==> config.mk <==
export PLATFORM = sky130hd
export DESIGN_NAME = kmb_control
export DESIGN_NICKNAME = d
export VERILOG_FILES = /design/src/rtl/kmb_pkg.sv /design/src/rtl/kmb_control.sv
export SDC_FILE = /design/constraint.sdc
export NUM_CORES = 1
export LEC_CHECK = 0
export ABC_AREA = 1
export BUFFER_PORTS_ARGS = -buffer_cell sky130_fd_sc_hd__buf_4
export CELL_PAD_IN_SITES_DETAIL_PLACEMENT = 0
export CELL_PAD_IN_SITES_GLOBAL_PLACEMENT = 1
export CORE_AREA = 2 2 39 41
export CTS_CLUSTER_SIZE = 30
export DETAILED_ROUTE_END_ITERATION = 10
export DIE_AREA = 0 0 41 43
export PLACE_DENSITY_LB_ADDON = 0.05
export RECOVER_POWER = 100
export SLEW_MARGIN = 5
export SYNTH_ARGS = -nofsm -noshare
export SYNTH_HDL_FRONTEND = slang
export SYNTH_SLANG_ARGS = --single-unit
==> constraint.sdc <==
create_clock -name clock -period 0.8 [get_ports clock]
set_input_delay 0 -clock clock [delete_from_list [all_inputs] [get_ports clock]]
set_output_delay 0 -clock clock [all_outputs]
set_load 0.01 [all_outputs]
==> src/rtl/kmb_pkg.sv <==
// Package for the keyframe morph blend block: widths, types and controller states.
// No dependencies.
package kmb_pkg;
   localparam int MaxKeyframes = 8;
   localparam int AttrWidth    = 32;
   localparam int NumLanes     = 8;
   localparam int NumWeights   = 8;
   localparam int AccBits      = 52;
   localparam int SumBits      = 19;
   localparam int WeightBits   = 16;
   localparam int IdxBits      = 3;
   localparam int QuoBits      = 52;
   localparam int CntBits      = 6;

   typedef logic signed [AccBits-1:0] acc_type;

   typedef enum logic [2:0] {
      ST_ACCEPT,
      ST_DIV_START,
      ST_DIV_RUN,
      ST_LANE_DONE,
      ST_OUTPUT
   } state_type;

   typedef struct packed {
      logic take_item;
      logic div_start;
      logic div_step;
      logic lane_store;
      logic lane_next;
      logic clear;
   } cmd_type;

   typedef struct packed {
      logic last_item;
      logic div_last_step;
      logic last_lane;
      logic zero_sum;
   } status_type;
endpackage

==> src/rtl/kmb_control.sv <==
// Controller state machine sequencing accumulation, division and output.
// Depends on kmb_pkg.
module kmb_control (
   input  logic                clock,
   input  logic                reset,
   input  logic                req_valid,
   output logic                req_ready,
   output logic                rsp_valid,
   input  logic                rsp_ready,
   input  kmb_pkg::status_type status,
   output kmb_pkg::cmd_type    cmd
);
   kmb_pkg::state_type state_ff, state_in;

   always_ff @(posedge clock) begin
      if (reset) begin
         state_ff <= kmb_pkg::ST_ACCEPT;
      end else begin
         state_ff <= state_in;
      end
   end

   always_comb begin
      state_in  = state_ff;
      cmd       = '0;
      req_ready = 1'b0;
      rsp_valid = 1'b0;
      case (state_ff)
         kmb_pkg::ST_ACCEPT: begin
            req_ready     = 1'b1;
            cmd.take_item = req_valid;
            if (status.last_item) begin
               req_ready     = 1'b0;
               cmd.take_item = 1'b0;
               state_in      = kmb_pkg::ST_DIV_START;
            end
         end
         kmb_pkg::ST_DIV_START: begin
            cmd.div_start = 1'b1;
            state_in      = kmb_pkg::ST_DIV_RUN;
         end
         kmb_pkg::ST_DIV_RUN: begin
            cmd.div_step = 1'b1;
            if (status.div_last_step) state_in = kmb_pkg::ST_LANE_DONE;
         end
         kmb_pkg::ST_LANE_DONE: begin
            cmd.lane_store = 1'b1;
            cmd.lane_next  = 1'b1;
            state_in = status.last_lane ? kmb_pkg::ST_OUTPUT : kmb_pkg::ST_DIV_START;
         end
         kmb_pkg::ST_OUTPUT: begin
            rsp_valid = 1'b1;
            if (rsp_ready) begin
               cmd.clear = 1'b1;
               state_in  = kmb_pkg::ST_ACCEPT;
            end
         end
         default: state_in = kmb_pkg::ST_ACCEPT;
      endcase
   end
endmodule

==> summary.md <==
| Metric | Value |
|---|---|
| Crit path to | cmd[5] |
| CTS clock-pin slew for the worst setup and hold paths | 40 ps |
| Final core utilization | 33.27% |
| Die area | 1763 µm² |
| Largest registers | state_ff x3 |
| Via count | 279 |
| I/O pin count | 16 |
| Sequence of cells on the critical path | nor2_4 > nand3_2 > nor2_1 > buf_4 |
| Crit path DAT | 1020 ps |
| Reg2reg path depth | 5 |
| Worst min path class | in -> reg |
| Area delta synth->final | 115.2% |
| DRT iter0 DRCs | 0 |
| Final hold viol count | 0 |
| Antenna Violating Nets Remaining | 0 |
| Gpl congestion | 0.7112 |
| Setup CP Type | reg -> out |
| CP max stage delay | 350 ps |
| CTS Sinks | 3 |
| GRT Util Overall | 9.127% |
| Worst Setup Start Kind | flip-flop |
| Most used flip-flop cell after synthesis | dfxtp_1 |
| YS warnings | 0 |
| Final slew viol count | 0 |
| Levels on crit path | 4 |
| Final Cycle Share | 127.3% |
| FF+latch count, synth | 3 |
| Pre-CTS setup slack | -87.14 ps |
| Mapped Area | 214.0 µm² |
| Top reg by flops | state_ff |
| Wire length per cell | 8.397 µm |
| Final Power | 0.7839 mW |
| Top cells by area, synth | dfxtp_1, inv_1, nand3_1 |
| Final Non-Filler Cells | 73 |
| H-tree Lvls | 1 |
| RSZ-0062 raised after global routing | true |
| Largest area contributor in the netlist | dfxtp_1 |
| Slew margin rel. | 91.31% |
| Antenna Cells | 0 |
| Reg2reg setup slack | -110 ps |
| Die Wd | 41 µm |
| Post-synth ARST share | 0% |
| Synth top area share | 28.07% |
| Crit. End Element | output port |
| EDFF count, synth | 0 |
| Worst EP required | 800 ps |
| Nets@finish | 66 |
| Min cycle time layout | 1019 ps |
| CTS tree | built |
| Hpwl dp | 483.3 µm |
| Fmax | 981.6 MHz |
| IO buf count | 14 |
| Cell count after placement | 66 |
| First-pass GRT wire length | 1076 µm |
| Sequential share of the synthesized area | 28.07% |
| Routed wire length | 613 µm |
| Initial DRT Pass Iterations | 1 |
| Cells after synthesis | 36 |
| Worst skew pair latency | 230 ps |
| Setup ws final | -218.8 ps |
| Vias/cell | 3.822 |
| Layout cell share with drive strength beyond 1 | 66.67% |
| Row count | 14 |
| Syn Nets | 44 |
| Worst flop-to-flop path startpoint | state_ff[1]$_SDFFE_PP0P_ |
| FF-to-FF End | state_ff[1]$_SDFFE_PP0P_ |
| Initial antenna violation count | 0 |
| Max reg flops | 3 |
| Placed Instance Area | 355.3 µm² |
| Synth cell count leaders | inv_1, nand2_1, nand3_1, nor2_1, dfxtp_1 |
| Vias in the first global route | 288 |
| Max_cap viols | 0 |
| Worst-path maximum fanout | 4 |
| TritonCTS Buffers | 3 |
| P per Cell Area | 1703 nW/µm² |
| Pleak | 0.2436 nW |
| Initial cell density of the core | 15.46% |
| CP Buf/Inv Count | 1 |
| Die Y | 43 µm |
| Worst slew pin tran | 130.0 ps |
| Finish-stage setup viols | 11 |
| Drc violations | 0 |
| Status | complete, but fails checks |
| Total global routing overflow | 0 |
| Max Root-Sink Buffers | 2 |
| Mean Syn Cell Area | 5.943 µm² |
| Cell area after layout | 460.4 µm² |
| Core ar. | 1384 µm² |
| Root Buffer | clkbuf_4 |
| Worst VDD drop | 594.0 µV |
| CP max-delay cell | dfxtp_4 |
| Distinct cells, synth | 13 |
| Critical Path Start | state_ff[1]$_SDFFE_PP0P_ |
| Count leader, synth | inv_1 |
| Failing checks | negative setup slack |
| Crit-path leading delay family | flip-flops |
| Largest net degree at the start of global routing | 5 |
| Setup Skew | 0.7378 ps |
[layer usage]
metal / wire length [µm] / up-vias / GRT usage [%]
met4: 0 / 0 / 8.000
met5: 0 / - / 0
met3: 49 / 0 / 2.094
met1: 243 / 124 / 10.26
met2: 320 / 9 / 13.44
li1: - / 146 / -
[layout make-up]
cell class              instances  area, µm²
multi-input cells              20      148.9
fillers                       161      923.4
clock buffers                   4      26.28
well taps                      16      20.02
repair buffers                 18      148.9
inverters                      12      47.55
flip-flops and latches          3      68.82
[worst min-delay path: cells and delay by family]
| kind | cells | cell delay (ps) |
|---|---|---|
| buffers and inverters | 1 | 120 |
| and+or+nand+nor | 1 | 60 |
| AOI/OAI and AO/OA | 1 | 50 |
[cells in the final DEF, fill, tap and decap left out, types with 2 or more instances in the layout]
master,instances
clkbuf_4,3
buf_6,3
buf_4,14
nor2_1,2
nor2_4,4
nand2_2,2
dfxtp_4,2
inv_1,9
nand2_1,3
inv_2,2
nand3_1,3
a21oi_2,2
[kinds of logic (layout without fill, tap and decap cells)]
logic type | Yosys count | count (layout) | synth area share, %
buffers and inverters | 13 | 34 | 24.57
flip-flops | 3 | 3 | 28.07
AND/OR/NAND/NOR | 17 | 17 | 38.60
AO/OA/AOI/OAI | 3 | 3 | 8.768
[per-stage QoR]
stage	hold WS [ps]	TNS (ps)
5_1_grt	31.52	-2356
3_5_place_dp	179.3	-272.3
6_report	36.78	-1700
2_1_floorplan	53.27	-40.43
4_1_cts	23.10	-1767
3_3_place_gp	178.6	-347.5
[report_power, final]
group | total (mW) | internal, mW | switching [mW] | leakage, nW
Sequential | 0.201 | 0.170 | 0.0306 | 0.0264
Clock | 0.262 | 0.187 | 0.0749 | 0.0150
Combinational | 0.321 | 0.163 | 0.158 | 0.202
Total | 0.784 | 0.520 | 0.264 | 0.244
[worst min-delay path by stage]
stage / start / to / slack, ps / cells past startpoint
2_1_floorplan: reset / state_ff[1]$_SDFFE_PP0P_ / 50 / 1
3_3_place_gp: reset / state_ff[1]$_SDFFE_PP0P_ / 180 / 2
3_5_place_dp: reset / state_ff[1]$_SDFFE_PP0P_ / 180 / 2
4_1_cts: status[1] / state_ff[2]$_SDFFE_PP0P_ / 20 / 3
5_1_grt: status[1] / state_ff[2]$_SDFFE_PP0P_ / 30 / 3
6_report: status[1] / state_ff[2]$_SDFFE_PP0P_ / 40 / 3
[what timing repair did]
item | 4_1_cts | 5_1_grt
gates resized for setup | 12 | 4
hold buffers | 1 | 0
setup buffers | 1 | 1
endpoints found under the setup margin | 11 | 11
pin swaps | 2 | 3
endpoints found under the hold margin | 3 | 0
cloned | 0 | 0
No activity file was read; power rests on OpenSTA's default activity.
